<file path="src/sv/rpld_pkg.sv">
package rpld_pkg;

  localparam int unsigned NumChannels = 3;
  localparam int unsigned ChIdxW      = $clog2(NumChannels);
  localparam int unsigned WidthW      = 12;

  typedef struct packed {
    logic [1:0]  channel;
    logic        level;
    logic [31:0] time_us;
  } in_item_t;

  typedef struct packed {
    logic       onoff;
    logic [7:0] bright_duty;
    logic [7:0] red_duty;
    logic [7:0] green_duty;
    logic [7:0] blue_duty;
  } out_item_t;

  typedef logic [NumChannels-1:0][WidthW-1:0] widths_t;

  typedef struct packed {
    logic [11:0] on_threshold;
    logic [7:0]  dim_floor;
    logic [11:0] valid_min;
    logic [11:0] valid_max;
    logic [11:0] fallback_width;
  } cfg_t;

  localparam logic [2:0] CfgOnThreshold   = 3'd0;
  localparam logic [2:0] CfgDimFloor      = 3'd1;
  localparam logic [2:0] CfgValidMin      = 3'd2;
  localparam logic [2:0] CfgValidMax      = 3'd3;
  localparam logic [2:0] CfgFallbackWidth = 3'd4;

  localparam logic [11:0] RstOnThreshold   = 12'd1500;
  localparam logic [7:0]  RstDimFloor      = 8'd20;
  localparam logic [11:0] RstValidMin      = 12'd1000;
  localparam logic [11:0] RstValidMax      = 12'd2000;
  localparam logic [11:0] RstFallbackWidth = 12'd1500;
  localparam logic [11:0] RstPulseWidth    = 12'd1500;

  // (w - 1000) clamped to 0..1000
  localparam logic [11:0] WidthBase = 12'd1000;
  localparam logic [11:0] SpanMax   = 12'd1000;

  // *255/1000 == (*51 >> 3) / 25, *360/1000 == (*9) / 25
  localparam logic [15:0] BrightMul  = 16'd51;
  localparam logic [13:0] HueMul     = 14'd9;
  localparam logic [12:0] RecipMul   = 13'd5243;  // ceil(2^17 / 25)
  localparam int unsigned RecipShift = 17;

  localparam logic [8:0] Hue60  = 9'd60;
  localparam logic [8:0] Hue120 = 9'd120;
  localparam logic [8:0] Hue180 = 9'd180;
  localparam logic [8:0] Hue240 = 9'd240;
  localparam logic [8:0] Hue300 = 9'd300;
  localparam logic [8:0] Hue360 = 9'd360;
  localparam logic [9:0] RampMul = 10'd17;        // 255/60 == 17/4

endpackage

</file>
<file path="src/sv/rpld_fifo.sv">
module rpld_fifo #(
  parameter int unsigned WIDTH = 1,
  parameter int unsigned DEPTH = 2,
  localparam int unsigned CntW = $clog2(DEPTH + 1)
) (
  input  logic             clk_i,
  input  logic             rst_ni,
  input  logic             push_i,
  input  logic [WIDTH-1:0] wdata_i,
  input  logic             pop_i,
  output logic [WIDTH-1:0] rdata_o,
  output logic             full_o,
  output logic             empty_o,
  output logic [CntW-1:0]  count_o
);

  localparam int unsigned PtrW = (DEPTH > 1) ? $clog2(DEPTH) : 1;
  localparam logic [PtrW-1:0] PtrLast = PtrW'(DEPTH - 1);

  logic [WIDTH-1:0] mem_q [DEPTH];
  logic [PtrW-1:0]  wr_ptr_q, rd_ptr_q;
  logic [CntW-1:0]  cnt_q;
  logic             do_push, do_pop;

  assign full_o  = (cnt_q == CntW'(DEPTH));
  assign empty_o = (cnt_q == '0);
  assign count_o = cnt_q;
  assign do_push = push_i && !full_o;
  assign do_pop  = pop_i && !empty_o;
  assign rdata_o = mem_q[rd_ptr_q];

  always_ff @(posedge clk_i) begin
    if (do_push) begin
      mem_q[wr_ptr_q] <= wdata_i;
    end
  end

  always_ff @(posedge clk_i or negedge rst_ni) begin
    if (!rst_ni) begin
      wr_ptr_q <= '0;
      rd_ptr_q <= '0;
      cnt_q    <= '0;
    end else begin
      if (do_push) begin
        wr_ptr_q <= (wr_ptr_q == PtrLast) ? '0 : wr_ptr_q + 1'b1;
      end
      if (do_pop) begin
        rd_ptr_q <= (rd_ptr_q == PtrLast) ? '0 : rd_ptr_q + 1'b1;
      end
      if (do_push && !do_pop) begin
        cnt_q <= cnt_q + 1'b1;
      end else if (do_pop && !do_push) begin
        cnt_q <= cnt_q - 1'b1;
      end
    end
  end

endmodule

</file>
<file path="src/sv/rpld_front.sv">
module rpld_front (
  input  logic              clk_i,
  input  logic              rst_ni,
  input  logic              accept_i,
  input  rpld_pkg::in_item_t item_i,
  input  rpld_pkg::cfg_t    cfg_i,
  output rpld_pkg::widths_t widths_o
);
  import rpld_pkg::*;

  logic [31:0]       rise_q [NumChannels];
  widths_t           width_q, width_d;
  logic              ch_ok;
  logic [ChIdxW-1:0] idx;
  logic [31:0]       dt;
  logic              in_win;
  logic [WidthW-1:0] new_w;

  assign ch_ok  = ({30'd0, item_i.channel} < 32'(NumChannels));
  assign idx    = ChIdxW'(item_i.channel);
  assign dt     = item_i.time_us - (ch_ok ? rise_q[idx] : 32'd0);
  assign in_win = (dt >= {20'd0, cfg_i.valid_min}) && (dt <= {20'd0, cfg_i.valid_max});
  assign new_w  = in_win ? dt[WidthW-1:0] : cfg_i.fallback_width;

  always_comb begin
    width_d = width_q;
    if (accept_i && ch_ok && !item_i.level) begin
      width_d[idx] = new_w;
    end
  end

  assign widths_o = width_d;

  always_ff @(posedge clk_i or negedge rst_ni) begin
    if (!rst_ni) begin
      for (int i = 0; i < NumChannels; i++) begin
        rise_q[i]  <= '0;
        width_q[i] <= RstPulseWidth;
      end
    end else begin
      width_q <= width_d;
      if (accept_i && ch_ok && item_i.level) begin
        rise_q[idx] <= item_i.time_us;
      end
    end
  end

endmodule

</file>
<file path="src/sv/rpld_back.sv">
module rpld_back #(
  parameter int unsigned OUT_DEPTH = 4,
  localparam int unsigned CntW = $clog2(OUT_DEPTH + 1)
) (
  input  logic               clk_i,
  input  logic               rst_ni,
  input  rpld_pkg::widths_t  widths_i,
  input  logic               head_valid_i,
  output logic               head_pop_o,
  input  logic [CntW-1:0]    out_count_i,
  input  rpld_pkg::cfg_t     cfg_i,
  output logic               out_push_o,
  output rpld_pkg::out_item_t out_item_o
);
  import rpld_pkg::*;

  // stage 1: clamp and small constant products
  logic        s1_v_q;
  logic        s1_onoff_q;
  logic [12:0] s1_b_q;
  logic [13:0] s1_h_q;
  // stage 2: reciprocal products
  logic        s2_v_q;
  logic        s2_onoff_q;
  logic [7:0]  s2_b_q;
  logic [8:0]  s2_h_q;

  logic [CntW:0]  used;
  logic           issue;
  logic [11:0]    w1_d, w2_d;
  logic [9:0]     b_span, h_span;
  logic [15:0]    b_prod;
  logic [13:0]    h_prod;
  logic [25:0]    b_full;
  logic [26:0]    h_full;

  assign used  = (CntW + 1)'(out_count_i) + (CntW + 1)'(s1_v_q) + (CntW + 1)'(s2_v_q);
  assign issue = head_valid_i && (used < (CntW + 1)'(OUT_DEPTH));
  assign head_pop_o = issue;

  assign w1_d   = (widths_i[1] > WidthBase) ? widths_i[1] - WidthBase : 12'd0;
  assign w2_d   = (widths_i[2] > WidthBase) ? widths_i[2] - WidthBase : 12'd0;
  assign b_span = (w1_d > SpanMax) ? SpanMax[9:0] : w1_d[9:0];
  assign h_span = (w2_d > SpanMax) ? SpanMax[9:0] : w2_d[9:0];
  assign b_prod = 16'(b_span) * BrightMul;
  assign h_prod = 14'(h_span) * HueMul;

  assign b_full = 26'(s1_b_q) * 26'(RecipMul);
  assign h_full = 27'(s1_h_q) * 27'(RecipMul);

  always_ff @(posedge clk_i or negedge rst_ni) begin
    if (!rst_ni) begin
      s1_v_q <= 1'b0;
      s2_v_q <= 1'b0;
    end else begin
      s1_v_q <= issue;
      s2_v_q <= s1_v_q;
    end
  end

  always_ff @(posedge clk_i) begin
    if (issue) begin
      s1_onoff_q <= (widths_i[0] > cfg_i.on_threshold);
      s1_b_q     <= b_prod[15:3];
      s1_h_q     <= h_prod;
    end
    if (s1_v_q) begin
      s2_onoff_q <= s1_onoff_q;
      s2_b_q     <= b_full[RecipShift +: 8];
      s2_h_q     <= h_full[RecipShift +: 9];
    end
  end

  // stage 3: floor, hue sector and ramp
  logic [8:0] q9;
  logic [6:0] q;
  logic [5:0] q_dev;
  logic [5:0] ramp_in;
  logic [9:0] ramp_prod;
  logic [7:0] x, r, g, b;

  always_comb begin
    if (s2_h_q < Hue120) begin
      q9 = s2_h_q;
    end else if (s2_h_q < Hue240) begin
      q9 = s2_h_q - Hue120;
    end else if (s2_h_q < Hue360) begin
      q9 = s2_h_q - Hue240;
    end else begin
      q9 = 9'd0;
    end
  end

  assign q         = q9[6:0];
  assign q_dev     = (q >= Hue60[6:0]) ? 6'(q - Hue60[6:0]) : 6'(Hue60[6:0] - q);
  assign ramp_in   = Hue60[5:0] - q_dev;
  assign ramp_prod = 10'(ramp_in) * RampMul;
  assign x         = ramp_prod[9:2];

  always_comb begin
    if (s2_h_q < Hue60) begin
      r = 8'hFF; g = x;     b = 8'h00;
    end else if (s2_h_q < Hue120) begin
      r = x;     g = 8'hFF; b = 8'h00;
    end else if (s2_h_q < Hue180) begin
      r = 8'h00; g = 8'hFF; b = x;
    end else if (s2_h_q < Hue240) begin
      r = 8'h00; g = x;     b = 8'hFF;
    end else if (s2_h_q < Hue300) begin
      r = x;     g = 8'h00; b = 8'hFF;
    end else begin
      r = 8'hFF; g = 8'h00; b = x;
    end
  end

  assign out_push_o              = s2_v_q;
  assign out_item_o.onoff        = s2_onoff_q;
  assign out_item_o.bright_duty  = (s2_b_q <= cfg_i.dim_floor) ? 8'd0 : s2_b_q;
  assign out_item_o.red_duty     = ~r;
  assign out_item_o.green_duty   = ~g;
  assign out_item_o.blue_duty    = ~b;

endmodule

</file>
<file path="src/sv/rc_pulse_to_led_drive.sv">
// Decodes RC receiver edge events on three channels into LED drive values. A
// rising edge stores its timestamp; a falling edge measures the pulse width and
// keeps it if inside [valid_min, valid_max], else fallback_width. Each accepted
// event yields exactly one result built from the three stored widths: onoff from
// channel 0, brightness duty from channel 1, inverted RGB duties from channel 2.
// Throughput is one event per cycle: the edge is classified and the width state
// updated at the accepting edge, then the result goes through a three-stage
// mapping pipeline (clamp and scale, reciprocal multiply, hue sector and ramp)
// into the result queue. Only the result queue filling up stalls the pipeline,
// and then the input queue backs up into full. Configuration writes are always
// accepted (ready held high) and must only be issued while the block is idle.
module rc_pulse_to_led_drive #(
  parameter int unsigned MID_DEPTH = 2,
  parameter int unsigned OUT_DEPTH = 4
) (
  input  logic                clk_i,
  input  logic                rst_ni,
  input  logic                push,
  output logic                full,
  input  rpld_pkg::in_item_t  in_item_i,
  output logic                empty,
  input  logic                pop,
  output rpld_pkg::out_item_t out_item_o,
  input  logic                cfg_valid_i,
  output logic                cfg_ready_o,
  input  logic [2:0]          cfg_index_i,
  input  logic [11:0]         cfg_data_i
);
  import rpld_pkg::*;

  localparam int unsigned MidCntW = $clog2(MID_DEPTH + 1);
  localparam int unsigned OutCntW = $clog2(OUT_DEPTH + 1);
  localparam int unsigned WidthsW = $bits(widths_t);
  localparam int unsigned OutW    = $bits(out_item_t);

  cfg_t               cfg_q;
  logic               accept;
  widths_t            front_widths, mid_widths;
  logic [WidthsW-1:0] mid_rdata;
  logic               mid_full, mid_empty, mid_pop;
  logic [MidCntW-1:0] mid_count;
  logic [OutCntW-1:0] out_count;
  logic               out_push, out_full;
  out_item_t          back_item;
  logic [OutW-1:0]    out_rdata;

  assign cfg_ready_o = 1'b1;

  always_ff @(posedge clk_i or negedge rst_ni) begin
    if (!rst_ni) begin
      cfg_q.on_threshold   <= RstOnThreshold;
      cfg_q.dim_floor      <= RstDimFloor;
      cfg_q.valid_min      <= RstValidMin;
      cfg_q.valid_max      <= RstValidMax;
      cfg_q.fallback_width <= RstFallbackWidth;
    end else if (cfg_valid_i && cfg_ready_o) begin
      case (cfg_index_i)
        CfgOnThreshold:   cfg_q.on_threshold   <= cfg_data_i;
        CfgDimFloor:      cfg_q.dim_floor      <= cfg_data_i[7:0];
        CfgValidMin:      cfg_q.valid_min      <= cfg_data_i;
        CfgValidMax:      cfg_q.valid_max      <= cfg_data_i;
        CfgFallbackWidth: cfg_q.fallback_width <= cfg_data_i;
        default: ;
      endcase
    end
  end

  assign full   = mid_full;
  assign accept = push && !mid_full;

  rpld_front u_front (
    .clk_i    (clk_i),
    .rst_ni   (rst_ni),
    .accept_i (accept),
    .item_i   (in_item_i),
    .cfg_i    (cfg_q),
    .widths_o (front_widths)
  );

  rpld_fifo #(
    .WIDTH (WidthsW),
    .DEPTH (MID_DEPTH)
  ) u_mid_fifo (
    .clk_i   (clk_i),
    .rst_ni  (rst_ni),
    .push_i  (accept),
    .wdata_i (front_widths),
    .pop_i   (mid_pop),
    .rdata_o (mid_rdata),
    .full_o  (mid_full),
    .empty_o (mid_empty),
    .count_o (mid_count)
  );

  assign mid_widths = widths_t'(mid_rdata);

  rpld_back #(
    .OUT_DEPTH (OUT_DEPTH)
  ) u_back (
    .clk_i        (clk_i),
    .rst_ni       (rst_ni),
    .widths_i     (mid_widths),
    .head_valid_i (!mid_empty && (mid_count != '0)),
    .head_pop_o   (mid_pop),
    .out_count_i  (out_count),
    .cfg_i        (cfg_q),
    .out_push_o   (out_push),
    .out_item_o   (back_item)
  );

  rpld_fifo #(
    .WIDTH (OutW),
    .DEPTH (OUT_DEPTH)
  ) u_out_fifo (
    .clk_i   (clk_i),
    .rst_ni  (rst_ni),
    .push_i  (out_push),
    .wdata_i (back_item),
    .pop_i   (pop),
    .rdata_o (out_rdata),
    .full_o  (out_full),
    .empty_o (empty),
    .count_o (out_count)
  );

  assign out_item_o = out_item_t'(out_rdata);

  // credit check in the back end keeps the result queue from overflowing
  logic unused_out_full;
  assign unused_out_full = out_full;

endmodule

</file>
<file path="config.mk">
export PLATFORM = sky130hd
export DESIGN_NAME = rc_pulse_to_led_drive
export DESIGN_NICKNAME = d
export VERILOG_FILES = /design/src/sv/rpld_pkg.sv /design/src/sv/rpld_fifo.sv /design/src/sv/rpld_front.sv /design/src/sv/rpld_back.sv /design/src/sv/rc_pulse_to_led_drive.sv
export SDC_FILE = /design/constraint.sdc
export NUM_CORES = 1
export LEC_CHECK = 0
export BUFFER_PORTS_ARGS = -buffer_cell sky130_fd_sc_hd__clkbuf_2
export CELL_PAD_IN_SITES_DETAIL_PLACEMENT = 0
export CELL_PAD_IN_SITES_GLOBAL_PLACEMENT = 1
export CORE_MARGIN = 2
export CORE_UTILIZATION = 30
export CTS_CLUSTER_SIZE = 8
export DETAILED_ROUTE_END_ITERATION = 10
export PLACE_DENSITY_LB_ADDON = 0.3
export RECOVER_POWER = 25
export SLEW_MARGIN = 20
export SYNTH_ARGS = -nofsm -noshare
export SYNTH_HDL_FRONTEND = slang
export SYNTH_SLANG_ARGS = --single-unit
</file>
<file path="constraint.sdc">
create_clock -name clk_i -period 5.6 [get_ports clk_i]
set_clock_uncertainty 0.15 [all_clocks]
set_input_delay 0.28 -clock clk_i [delete_from_list [all_inputs] [get_ports clk_i]]
set_output_delay 0.28 -clock clk_i [all_outputs]
set_load 0.01 [all_outputs]
</file>
==> out/metrics.yaml <==
sta:
  tns_ns: 0
  hold_violations: 0
  finalCritPeriodShare_pct: 97.4
  timing.fmax_mhz: 183
  post-route-min-period_ns: 5.45
  max_slew.worst_pin.slew_ns: 2.83
  fin_ws_ns: 0.148
  maxSlewHeadroom_pct: -88.8
  rsz0062_at_grt: "yes"
  setup_viol: 0
  finalMaxSlewViolations: 157
critical_path:
  r2r_setup_slack_ns: 0.15
  cp_max_fo: 8
  path_depth: 26
  cpMostUsedCell: "o21ai_2"
  r2r_start: "u_mid_fifo.rd_ptr_q$_DFFE_PN0P_"
  reg2reg_to: "u_back.s1_b_q[10]$_DFFE_PP_"
  worstRegToRegCells: 26
  critPathCaptureType: "flip-flop"
  path_class: "reg -> reg"
  worstPathRequired_ns: 5.78
  crit_arrival_ns: 5.63
  crit_path_max_incr_delay_ns: 0.51
  slowest_stage: "fa_1"
  startpoint: "u_mid_fifo.rd_ptr_q$_DFFE_PN0P_"
  start_kind: "flip-flop"
  crit_family: "compound AO/OA/AOI/OAI gates"
  worst-path-buf-inv: 4
  cp-endpoint: "u_back.s1_b_q[10]$_DFFE_PP_"
yosys:
  yosys.area_share.xor_xnor_pct: 2.64
  syn-num-nets: 3127
  ys_ff_latch: 451
  synth_compound_area_share_pct: 8.97
  synth.distinct_cells: 87
  syn_area_per_cell_um2: 11.6
  synthFlopType: "edfxtp_1"
  synth_edf_count: 250
  netlist_area_mm2: 0.0301
  synth_adder_area_share_pct: 22.6
  ys_seq_area_share_pct: 41.8
  syn-instance-count: 2608
  synth_simple_gate_area_share_pct: 8.32
  muxShareOfSynthArea_pct: 10.3
  synth-async-reset-ratio_pct: 44.6
  synth_top_family_by_area: "adder cells"
  synth-warning-count: 0
clocking:
  cts_made_buffers: 67
  cts_tree: "built"
  cts_sinks: 451
  path_clk_slew_ns: 0.05
  clk_latency_ns: 0.60
  cts_root_buf: "clkbuf_16"
  htreeDepth: 3
  cts_max_path_buffers: 3
floorplan:
  rows: 116
  core-area_mm2: 0.0999
  dieArea_mm2: 0.103
  fp.dieH_um: 321
  io_pins: 91
  start_util_pct: 30.2
  dieWidth_um: 321
route:
  wl_met1_mm: 33.1
  wl_mm: 71.1
  route.met3.wl_mm: 2.32
  num_vias: 20186
  ant_nets: 0
  vias_per_cell: 4.76
  met2WireLength_mm: 34.2
  drc: 0
  maxUsedRoutingLayer: "met5"
  dr.pass1.iters: 5
  wl_per_cell_um: 16.7
  first_iter_violations: 924
placement:
  dp_hpwl_mm: 52.9
  place_congestion: 0.833
  post-place-cells: 4057
  post-place-ws_ns: -0.324
  numPortBuffers: 89
status:
  outcome: "finished with violations"
  violations: "max-capacitance violations, max-slew violations"
cells_and_area:
  fin_util_pct: 36.4
  drive_gt1_share_pct: 23.4
  finish.net_count: 3427
  final_cells: 4245
  area_growth_pct: 20.7
global_routing:
  grt_pass1_vias: 21613
  antenna_found_initial: 2
  grt.overflow.total: 0
  grt_pass1_wl_mm: 115
  grt.total_usage_pct: 13.9
  grt_max_degree: 106
worst_hold_path:
  hp-class: "in -> reg"
run:
  drv_cap: 3
[metrics by stage]
stage | hold WS (ns) | instance area (um2)
final | 0.199 | 36400
after global routing | 0.184 | 36400
after CTS | 0.0526 | 35800
after global placement | 0.263 | 33100
after floorplan | -0.166 | 30200
after detailed placement | 0.260 | 33100
[registers in the layout, indices dropped and copies added, names as in the netlist]
name	flops
u_out_fifo.rd_ptr_q	2
u_back.s1_h_q	14
u_front.rise_q	96
u_out_fifo.count_o	3
u_back.s1_onoff_q	1
u_mid_fifo.wr_ptr_q	1
u_back.out_push_o	1
u_back.s1_b_q	13
u_mid_fifo.mem_q	72
u_mid_fifo.rd_ptr_q	1
u_out_fifo.wr_ptr_q	2
u_back.s1_v_q	1
u_out_fifo.mem_q	132
u_back.s2_onoff_q	1
cfg_q	56
u_front.width_q	36
u_back.s2_b_q	8
u_mid_fifo.count_o	2
u_back.s2_h_q	9
[cell families (layout without fill, tap and decap cells)]
| kind of cell | after synthesis | after routing |
|---|---|---|
| flip-flops | 451 | 451 |
| AO/OA/AOI/OAI | 412 | 412 |
| adder cells (fa/ha/maj) | 464 | 464 |
| XOR/XNOR | 91 | 91 |
| AND/OR/NAND/NOR | 518 | 518 |
| other | 1 | 2 |
| buffers and inverters | 421 | 759 |
| multiplexers | 250 | 250 |
[final cells by class]
type	instances	area (um2)
Timing Repair Buffer	313	2330
Tap cell	1298	1620
Clock inverter	7	97.6
Sequential cell	451	12600
Clock buffer	100	1820
Inverter	339	1270
Fill cell	9835	63500
Multi-Input combinational cell	1736	16600
Antenna cell	1	2.50
[placed cells by master, fill, tap and decap left out, types with 8 or more instances in the layout]
master / n
mux2_2: 134
mux4_2: 34
o21ai_0: 73
nand3_1: 23
ha_1: 314
clkbuf_2: 88
and3_1: 16
dlygate4sd3_1: 46
nand4_1: 12
ha_4: 14
o21ai_2: 9
nor3_1: 48
or3_1: 10
dfrtp_1: 149
a21oi_1: 118
edfxtp_1: 250
xor2_1: 29
a22oi_1: 19
inv_1: 332
clkbuf_1: 37
xnor2_1: 57
nor2b_1: 13
nand2_1: 167
clkbuf_16: 67
and2_1: 41
o211ai_1: 9
nor2_1: 105
a211oi_1: 8
a21o_1: 43
a21oi_2: 10
o41ai_1: 8
nand2b_1: 19
dfstp_2: 49
buf_4: 159
mux2i_1: 79
fa_1: 130
[worst reg2reg max path: cells and delay by family (launching register included)]
kind                       cells  cell delay, ns
AOI/OAI and AO/OA             10            1.56
adders and majority gates      4            1.50
and+or+nand+nor                5            0.57
DFF                            1            0.43
buffers and inverters          4            0.41
muxes                          1            0.31
xor gates and xnor gates       2            0.27
[cell usage after synthesis (all sizes together) (54+ instances only)]
| cell type | n | area, um2 |
|---|---|---|
| a21oi | 133 | 666 |
| clkbuf | 56 | 210 |
| dfrtp | 152 | 3800 |
| edfxtp | 250 | 7510 |
| fa | 134 | 2680 |
| ha | 330 | 4130 |
| inv | 339 | 1270 |
| mux2 | 134 | 1510 |
| mux2i | 82 | 821 |
| nand2 | 168 | 631 |
| nor2 | 113 | 424 |
| nor3 | 54 | 280 |
| o21ai | 88 | 440 |
| xnor2 | 59 | 517 |
[how the worst min path moves through the flow]
stage,startpoint,to,slack [ns],cells after the start
floorplan,rst_ni,cfg_q[0]$_DFFE_PN0P_,-0.17,0
global placement,u_back.s1_onoff_q$_DFFE_PP_,u_back.s2_onoff_q$_DFFE_PP_,0.26,0
detailed placement,u_back.s1_onoff_q$_DFFE_PP_,u_back.s2_onoff_q$_DFFE_PP_,0.26,0
CTS,push,u_mid_fifo.wr_ptr_q$_DFFE_PN0P_,0.05,4
global route,in_item_i[32],u_front.width_q[14]$_DFF_PN1_,0.18,3
finish,in_item_i[32],u_front.width_q[14]$_DFF_PN1_,0.20,3
[timing repair]
item | CTS | global route
pin swaps | 32 | 38
hold buffers | 46 | 0
buffers inserted | 15 | 17
hold endpoints to repair | 213 | 0
gates resized for setup | 45 | 91
endpoints found under the setup margin | 13 | 142
[layer usage]
layer,vias up,GRT usage [%]
met5,-,0
met4,2,3.67
met3,104,2.32
met2,299,23.8
met1,9975,18.2
li1,9806,-
Power is left out: the tool's default activity adds up to more than one toggle a clock period on the data nets, which glitch-free logic cannot reach.
